[src/hdl/weighted_moving_average_macros.svh]
// Assertion helpers for the weighted moving average
`ifndef WEIGHTED_MOVING_AVERAGE_MACROS_SVH
`define WEIGHTED_MOVING_AVERAGE_MACROS_SVH

// same-cycle implication
`define WMA_ASSERT_SAME(lbl, ante, cons, msg) \
  lbl: assert property (@(posedge clk_i) disable iff (!rst_ni) (ante) |-> (cons)) \
    else $error(msg);

// next-cycle implication
`define WMA_ASSERT_NEXT(lbl, ante, cons, msg) \
  lbl: assert property (@(posedge clk_i) disable iff (!rst_ni) (ante) |=> (cons)) \
    else $error(msg);

`endif

[src/hdl/wma_pkg.sv]
package wma_pkg;

  localparam int Taps       = 8;
  localparam int NumWeights = 8;

  localparam int SampleW = 16;
  localparam int WeightW = 8;
  localparam int TapIdxW = 3;
  // sum of Taps products of 16x9 signed
  localparam int AccW    = 27;
  localparam int MagW    = 26;
  localparam int WsumW   = 11;
  localparam int QuoW    = 16;
  localparam int CntW    = 4;

  localparam int PAddrW  = 5;
  localparam int PDataW  = 32;

  localparam logic CmdPush = 1'b0;
  localparam logic CmdFill = 1'b1;

  function automatic logic [WeightW-1:0] weight_rst(input int idx);
    logic [WeightW-1:0] w;
    w = '0;
    case (idx)
      0:       w = 8'd8;
      1:       w = 8'd2;
      2:       w = 8'd1;
      default: w = '0;
    endcase
    return w;
  endfunction

endpackage

[src/hdl/wma_if.sv]
interface wma_in_if;
  import wma_pkg::*;

  logic                      valid;
  logic                      ready;
  logic                      cmd;
  logic signed [SampleW-1:0] value;

  modport source (output valid, output cmd, output value, input ready);
  modport sink (input valid, input cmd, input value, output ready);
endinterface

interface wma_out_if;
  import wma_pkg::*;

  logic                      valid;
  logic                      ready;
  logic signed [SampleW-1:0] average;
  logic                      no_weights;

  modport source (output valid, output average, output no_weights, input ready);
  modport sink (input valid, input average, input no_weights, output ready);
endinterface

[src/hdl/weighted_moving_average.sv]
// Weighted moving average over up to eight 16-bit samples.
// sample_i: valid/ready channel carrying cmd (0 push, 1 fill) and a signed value.
// result_o: valid/ready channel carrying average and the no_weights flag;
//   exactly one result per transfer on sample_i.
// Weights sit behind an APB-style port, one 8-bit register per tap at 4*i;
//   the active taps are the leading run of nonzero weights.
// One shared multiply-accumulate steps through the active taps, one a cycle,
//   then a restoring divider produces one quotient bit a cycle (16 steps).
// After a transfer the sequencer runs MAC, PREP, DIV and DONE, then returns to idle;
//   with no active tap PREP goes straight to DONE and the divider is skipped.
// sample_i is ready only while the sequencer is idle, so no new transfer is taken
//   before the previous item has left the sequencer.
// The result is held in an output register. If the receiver stalls, the next
//   item may still be taken and worked on, but its result waits in the last
//   sequencer step until the output register is free.
// Reset clears the history to zero, loads the weights 8, 2, 1, 0, 0, 0, 0, 0
//   and leaves the output empty.
module weighted_moving_average (
  input  logic                         clk_i,
  input  logic                         rst_ni,
  wma_in_if.sink                       sample_i,
  wma_out_if.source                    result_o,
  input  logic                         psel,
  input  logic                         penable,
  input  logic                         pwrite,
  input  logic [wma_pkg::PAddrW-1:0]   paddr,
  input  logic [wma_pkg::PDataW-1:0]   pwdata,
  output logic [wma_pkg::PDataW-1:0]   prdata,
  output logic                         pready
);
  import wma_pkg::*;

  typedef enum logic [2:0] {
    S_IDLE,
    S_MAC,
    S_PREP,
    S_DIV,
    S_DONE
  } state_e;

  state_e                           state_q;
  logic [WeightW-1:0]               weight_q [NumWeights];
  logic signed [SampleW-1:0]        hist_q [Taps];
  logic [Taps*WeightW-1:0]          wrk_q;
  logic [TapIdxW-1:0]               k_q;
  logic signed [AccW-1:0]           acc_q;
  logic [WsumW-1:0]                 wsum_q;
  logic [WsumW-1:0]                 rem_q;
  logic [QuoW-1:0]                  quo_q;
  logic [CntW-1:0]                  cnt_q;
  logic                             neg_q;
  logic                             nw_q;
  logic                             out_valid_q;
  logic signed [SampleW-1:0]        out_avg_q;
  logic                             out_nw_q;

  logic                             in_xfer;
  logic                             cfg_wr;
  logic [TapIdxW-1:0]               cfg_idx;
  logic [Taps*WeightW-1:0]          weights_flat;
  logic [WeightW-1:0]               cur_w;
  logic signed [WeightW+SampleW:0]  prod;
  logic [AccW-1:0]                  mag;
  logic [WsumW:0]                   shifted;
  logic [WsumW:0]                   trial;
  logic                             ge;

  assign pready  = 1'b1;
  assign cfg_wr  = psel && penable && pwrite;
  assign cfg_idx = paddr[PAddrW-1:2];
  assign prdata  = {{(PDataW-WeightW){1'b0}}, weight_q[cfg_idx]};

  always_ff @(posedge clk_i or negedge rst_ni) begin
    if (!rst_ni) begin
      for (int i = 0; i < NumWeights; i++) begin
        weight_q[i] <= weight_rst(i);
      end
    end else if (cfg_wr) begin
      weight_q[cfg_idx] <= pwdata[WeightW-1:0];
    end
  end

  always_comb begin
    for (int i = 0; i < Taps; i++) begin
      weights_flat[i*WeightW +: WeightW] = weight_q[i];
    end
  end

  assign sample_i.ready      = (state_q == S_IDLE);
  assign in_xfer             = sample_i.valid && sample_i.ready;
  assign result_o.valid      = out_valid_q;
  assign result_o.average    = out_avg_q;
  assign result_o.no_weights = out_nw_q;

  assign cur_w   = wrk_q[WeightW-1:0];
  assign prod    = hist_q[k_q] * $signed({1'b0, cur_w});
  assign mag     = acc_q[AccW-1] ? (-acc_q) : acc_q;
  assign shifted = {rem_q, quo_q[QuoW-1]};
  assign trial   = shifted - {1'b0, wsum_q};
  assign ge      = (shifted >= {1'b0, wsum_q});

  always_ff @(posedge clk_i or negedge rst_ni) begin
    if (!rst_ni) begin
      for (int i = 0; i < Taps; i++) begin
        hist_q[i] <= '0;
      end
    end else if (in_xfer) begin
      if (sample_i.cmd == CmdFill) begin
        for (int i = 0; i < Taps; i++) begin
          hist_q[i] <= sample_i.value;
        end
      end else begin
        for (int i = Taps - 1; i > 0; i--) begin
          hist_q[i] <= hist_q[i-1];
        end
        hist_q[0] <= sample_i.value;
      end
    end
  end

  always_ff @(posedge clk_i or negedge rst_ni) begin
    if (!rst_ni) begin
      state_q     <= S_IDLE;
      wrk_q       <= '0;
      k_q         <= '0;
      acc_q       <= '0;
      wsum_q      <= '0;
      rem_q       <= '0;
      quo_q       <= '0;
      cnt_q       <= '0;
      neg_q       <= 1'b0;
      nw_q        <= 1'b0;
      out_valid_q <= 1'b0;
      out_avg_q   <= '0;
      out_nw_q    <= 1'b0;
    end else begin
      if (state_q == S_DONE && (!out_valid_q || result_o.ready)) begin
        out_valid_q <= 1'b1;
      end else if (out_valid_q && result_o.ready) begin
        out_valid_q <= 1'b0;
      end
      unique case (state_q)
        S_IDLE: begin
          if (in_xfer) begin
            wrk_q   <= weights_flat;
            k_q     <= '0;
            acc_q   <= '0;
            wsum_q  <= '0;
            state_q <= S_MAC;
          end
        end
        S_MAC: begin
          if (cur_w == '0) begin
            state_q <= S_PREP;
          end else begin
            acc_q  <= acc_q + AccW'(prod);
            wsum_q <= wsum_q + WsumW'(cur_w);
            wrk_q  <= wrk_q >> WeightW;
            if (k_q == TapIdxW'(Taps - 1)) begin
              state_q <= S_PREP;
            end else begin
              k_q <= k_q + 1'b1;
            end
          end
        end
        S_PREP: begin
          cnt_q <= '0;
          if (wsum_q == '0) begin
            nw_q    <= 1'b1;
            neg_q   <= 1'b0;
            quo_q   <= '0;
            state_q <= S_DONE;
          end else begin
            // quotient fits 16 bits, so the upper bits start below the divisor
            nw_q    <= 1'b0;
            neg_q   <= acc_q[AccW-1];
            rem_q   <= WsumW'(mag[MagW-1:QuoW]);
            quo_q   <= mag[QuoW-1:0];
            state_q <= S_DIV;
          end
        end
        S_DIV: begin
          rem_q <= ge ? trial[WsumW-1:0] : shifted[WsumW-1:0];
          quo_q <= {quo_q[QuoW-2:0], ge};
          cnt_q <= cnt_q + 1'b1;
          if (cnt_q == CntW'(QuoW - 1)) begin
            state_q <= S_DONE;
          end
        end
        S_DONE: begin
          if (!out_valid_q || result_o.ready) begin
            out_avg_q   <= neg_q ? $signed(-quo_q) : $signed(quo_q);
            out_nw_q    <= nw_q;
            state_q     <= S_IDLE;
          end
        end
        default: state_q <= S_IDLE;
      endcase
    end
  end

`include "weighted_moving_average_macros.svh"

  `WMA_ASSERT_NEXT(a_xfer_starts_mac, in_xfer, state_q == S_MAC, "transfer did not start MAC")
  `WMA_ASSERT_SAME(a_div_rem_bound, state_q == S_DIV, (wsum_q != '0) && (rem_q < wsum_q), "divider remainder out of range")
  `WMA_ASSERT_SAME(a_nw_zero_avg, out_valid_q && out_nw_q, out_avg_q == '0, "no_weights with nonzero average")

endmodule

[src/flat_wrapper.sv]
// flat-port wrapper written by rule: the top's interface ports become plain ports
module weighted_moving_average_flat import wma_pkg::*;
  (clk_i, rst_ni, psel, penable, pwrite, paddr, pwdata, prdata, pready, sample_i_valid, sample_i_cmd, sample_i_value, sample_i_ready, result_o_valid, result_o_average, result_o_no_weights, result_o_ready);
  wma_in_if sample_i_i ();
  wma_out_if result_o_i ();
  input  logic clk_i;
  input  logic rst_ni;
  input  logic psel;
  input  logic penable;
  input  logic pwrite;
  input  logic [wma_pkg::PAddrW-1:0] paddr;
  input  logic [wma_pkg::PDataW-1:0] pwdata;
  output logic [wma_pkg::PDataW-1:0] prdata;
  output logic pready;
  input wire logic [$bits(sample_i_i.valid)-1:0] sample_i_valid;
  input wire logic [$bits(sample_i_i.cmd)-1:0] sample_i_cmd;
  input wire logic [$bits(sample_i_i.value)-1:0] sample_i_value;
  output wire logic [$bits(sample_i_i.ready)-1:0] sample_i_ready;
  output wire logic [$bits(result_o_i.valid)-1:0] result_o_valid;
  output wire logic [$bits(result_o_i.average)-1:0] result_o_average;
  output wire logic [$bits(result_o_i.no_weights)-1:0] result_o_no_weights;
  input wire logic [$bits(result_o_i.ready)-1:0] result_o_ready;
  assign sample_i_i.valid = sample_i_valid;
  assign sample_i_i.cmd = sample_i_cmd;
  assign sample_i_i.value = sample_i_value;
  assign sample_i_ready = sample_i_i.ready;
  assign result_o_valid = result_o_i.valid;
  assign result_o_average = result_o_i.average;
  assign result_o_no_weights = result_o_i.no_weights;
  assign result_o_i.ready = result_o_ready;
  weighted_moving_average u_core (.clk_i(clk_i), .rst_ni(rst_ni), .sample_i(sample_i_i), .result_o(result_o_i), .psel(psel), .penable(penable), .pwrite(pwrite), .paddr(paddr), .pwdata(pwdata), .prdata(prdata), .pready(pready));
endmodule
[config.mk]
export PLATFORM = sky130hd
export DESIGN_NAME = weighted_moving_average_flat
export DESIGN_NICKNAME = d
export VERILOG_FILES = /design/src/hdl/wma_pkg.sv /design/src/hdl/wma_if.sv /design/src/hdl/weighted_moving_average.sv /design/src/flat_wrapper.sv
export VERILOG_INCLUDE_DIRS = /design/src /design/src/hdl
export SDC_FILE = /design/constraint.sdc
export NUM_CORES = 1
export LEC_CHECK = 0
export BUFFER_PORTS_ARGS = -buffer_cell sky130_fd_sc_hd__buf_2
export CELL_PAD_IN_SITES_DETAIL_PLACEMENT = 1
export CELL_PAD_IN_SITES_GLOBAL_PLACEMENT = 2
export CORE_MARGIN = 2
export CORE_UTILIZATION = 30
export DETAILED_ROUTE_END_ITERATION = 12
export PLACE_DENSITY = 0.59
export SYNTH_ARGS = -nofsm -noshare
export SYNTH_HDL_FRONTEND = slang
export SYNTH_SLANG_ARGS = --single-unit
[constraint.sdc]
create_clock -name clk_i -period 7.2 [get_ports clk_i]
set_clock_uncertainty 0.2 [all_clocks]
set_input_delay 0.72 -clock clk_i [delete_from_list [all_inputs] [get_ports clk_i]]
set_output_delay 0.72 -clock clk_i [all_outputs]
set_load 0.02 [all_outputs]
==> results.yml <==
timing:
  finalMaxSlewViolations: 0
  period_needed_ns: 6.81
  worst_slew_pin_slew_ns: 1.16
  tns_ns: 0
  rsz0062_at_grt: "no"
  max_freq_ghz: 0.147
  setup-violations-final: 0
  hold_viol: 0
  relSlewSlack: 0.222
  fin_crit_sh: 0.946
finish:
  layout_common_cells: "nand2_1 (402), dfrtp_1 (347), inv_1 (205)"
  multiInputGateArea_um2: 13400
  final_common_cell: "nand2_1"
  finalNonFillerCells: 3586
  area_growth_pct: 12.0
  fin_area_um2: 26400
  drive_gt1_frac: 0.116
  regArea_um2: 8790
  final_util: 0.340
  nFillCells: 8983
  layout.nets: 2785
yosys:
  seq_area_frac_synth: 0.373
  ys_warn_count: 0
  synthCells: 2516
  synth_edf_count: 0
  synth_flop_cell: "dfrtp_1"
  synth.avg_cell_area_um2: 9.36
  synth_cell_types: 71
  ys_ff_latch: 351
  synthArstFlopShare: 1.00
  netlist_area_um2: 23500
clocking:
  cts_hold_buf: 1
  path_clk_slew_ns: 0.06
  post-cts-setup-buffer-count: 0
  clockRootBuffer: "clkbuf_16"
  cts_resized: 0
  cts_tree: "done"
  cts_htree_levels: 2
  clk_path_buf_depth: 3
  clock_sinks: 351
  cts-buffers-inserted: 44
  clk_latency_ns: 0.60
worst_setup_path:
  cp_cell_sequence: "buf_12 -> mux4_2 -> mux2_2 -> and2_1 -> fa_1 -> fa_1 -> fa_1 -> fa_1 -> inv_1 -> fa_1 -> inv_1 -> ha_1 -> nand2_1 -> or4_1 -> a21oi_1 -> o22ai_1 -> xor2_1 -> o211ai_1"
  cp-end-kind: "register"
  path_class: "register to register"
  cpMaxStageDelayCell: "mux4_2"
  crit_top_cell: "fa_1"
  crit_buf_inv: 3
  cp-start-kind: "register"
  path_delay_family: "adder cells"
  cp.arrival_ns: 7.13
  critPathMaxStageDelay_ns: 0.55
  cp.required_ns: 7.51
  cp_max_fo: 33
floorplan:
  io_pins: 113
  die_area_um2: 80700
  fp.dieH_um: 284
  die_x_um: 284
  initial_utilization: 0.303
  rows: 102
  core_um2: 77600
detailed_routing:
  dr_total_vias: 17900
  wl_met1_mm: 32.0
  route.met3.wl_mm: 1.34
  wl_met2_mm: 33.0
  finalWirelength_mm: 67.2
  routed.top_layer: "met4"
  drc: 0
  drt_iter0_markers: 787
  avgRoutedWirePerCell_um: 18.8
  via_per_inst: 4.99
  ant_nets: 0
  drt_first_pass_iters: 6
global_routing:
  grt_pass1_wl_mm: 111
  antenna_found_initial: 1
  grt_max_degree: 137
  grt_usage: 0.170
  grt_pass1_vias: 19500
  grt_overflow_total: 0
place:
  place_congestion: 0.770
  place_hpwl_mm: 47.0
  post-place-cells: 3505
  io_buffers: 61
  placed_area_um2: 24900
flow_run:
  cap_violations: 0
min_path:
  hp-class: "input port to register"
outcome:
  outcome: "completed"
## cell usage after synthesis (6+ instances only)
master | number | area share
nor2b_1 | 72 | 0.019
nor2_1 | 116 | 0.018
a21oi_1 | 159 | 0.034
or4_1 | 6 | 0.0019
a21o_1 | 15 | 0.0048
a221oi_1 | 10 | 0.0037
mux4_2 | 36 | 0.034
nand2_1 | 404 | 0.064
o21ai_0 | 198 | 0.042
nor4_1 | 6 | 0.0016
fa_1 | 129 | 0.11
o21a_1 | 14 | 0.0045
xnor2_1 | 42 | 0.016
mux2_2 | 72 | 0.034
a22o_1 | 9 | 0.0033
buf_2 | 6 | 0.0013
clkbuf_1 | 129 | 0.021
ha_1 | 83 | 0.044
dfrtp_1 | 348 | 0.37
o211ai_1 | 12 | 0.0038
a22oi_1 | 10 | 0.0032
a31oi_1 | 58 | 0.015
buf_1 | 14 | 0.0022
o41ai_1 | 6 | 0.0022
o22ai_1 | 6 | 0.0016
and3_1 | 8 | 0.0021
nand2b_1 | 42 | 0.011
and2_1 | 36 | 0.0096
xor2_1 | 25 | 0.0093
inv_1 | 206 | 0.033
mux2i_1 | 40 | 0.017
o31ai_1 | 26 | 0.0083
buf_4 | 25 | 0.0080
o21ai_1 | 6 | 0.0013
nor3_1 | 27 | 0.0057
nand3_1 | 44 | 0.0094
## final timing paths
kind                       slack, ns                               startpoint  cells after the start                                      end
max in group asynchronous       4.71                                   rst_ni                      3            u_core.hist_q[42]$_DFFE_PN0P_
min in group asynchronous       0.53                                   rst_ni                      2            u_core.hist_q[82]$_DFFE_PN0P_
hold / removal                  0.15                        sample_i_value[3]                      3           u_core.hist_q[115]$_DFFE_PN0P_
setup reg to reg                0.39                u_core.k_q[0]$_DFFE_PN0P_                     18             u_core.acc_q[26]$_DFFE_PN0P_
setup / recovery                0.39                u_core.k_q[0]$_DFFE_PN0P_                     18             u_core.acc_q[26]$_DFFE_PN0P_
hold reg to reg                 0.28  u_core.result_o.average[14]$_DFFE_PN0P_                      2  u_core.result_o.average[14]$_DFFE_PN0P_
## per-stage QoR
step	worst slack (ns)	hold slack, ns
finish	0.386	0.151
global route	0.0138	0.145
CTS	0.348	0.117
detailed placement	0.337	0.269
global placement	0.344	0.259
floorplan	0.592	0.224
## worst reg2reg max path, delay by kind of cell (launching register included)
| family | cells | cell delay, ns |
|---|---|---|
| AO/OA/AOI/OAI | 3 | 0.77 |
| XOR/XNOR | 1 | 0.21 |
| adder cells (fa/ha/maj) | 6 | 2.93 |
| buffers and inverters | 3 | 0.39 |
| flip-flops | 1 | 0.42 |
| multiplexers | 2 | 0.98 |
| AND/OR/NAND/NOR | 3 | 0.86 |
## flip-flops by register name, summed over array words and instances, names as in the netlist
register / count
u_core.nw_q: 1
u_core.wsum_q: 11
u_core.hist_q: 128
u_core.result_o.average: 16
u_core.weight_q: 64
u_core.state_q: 3
u_core.neg_q: 1
u_core.rem_q: 11
u_core.result_o.valid: 1
u_core.wrk_q: 64
u_core.acc_q: 27
u_core.k_q: 3
u_core.result_o.no_weights: 1
u_core.quo_q: 16
u_core.cnt_q: 4
## kinds of logic (layout without fill, tap and decap cells)
group	after synthesis	count (layout)	share of synthesized area
buf+inv	380	386	0.0649
compound gates	570	570	0.144
flops	351	351	0.373
fa+ha+maj	212	212	0.154
mux	148	148	0.0859
other cells	2	26	0.000319
xor+xnor	67	67	0.0249
simple gates	786	786	0.153
## layout make-up
class	count	area share
flip-flops and latches	351	0.333
multi-input cells	1808	0.506
diodes	1	0.0000949
clock inverters	14	0.00973
inverters	206	0.0294
repair buffers	101	0.0249
clock buffers	65	0.0470
well taps	1040	0.0493
## layer usage
metal / up-vias / track usage
met5: - / 0
met4: 0 / 0.0299
met3: 58 / 0.0180
met2: 136 / 0.294
met1: 9229 / 0.230
li1: 8473 / -
Power is left out: the tool's default activity adds up to more than one toggle a clock period on the data nets, which glitch-free logic cannot reach.
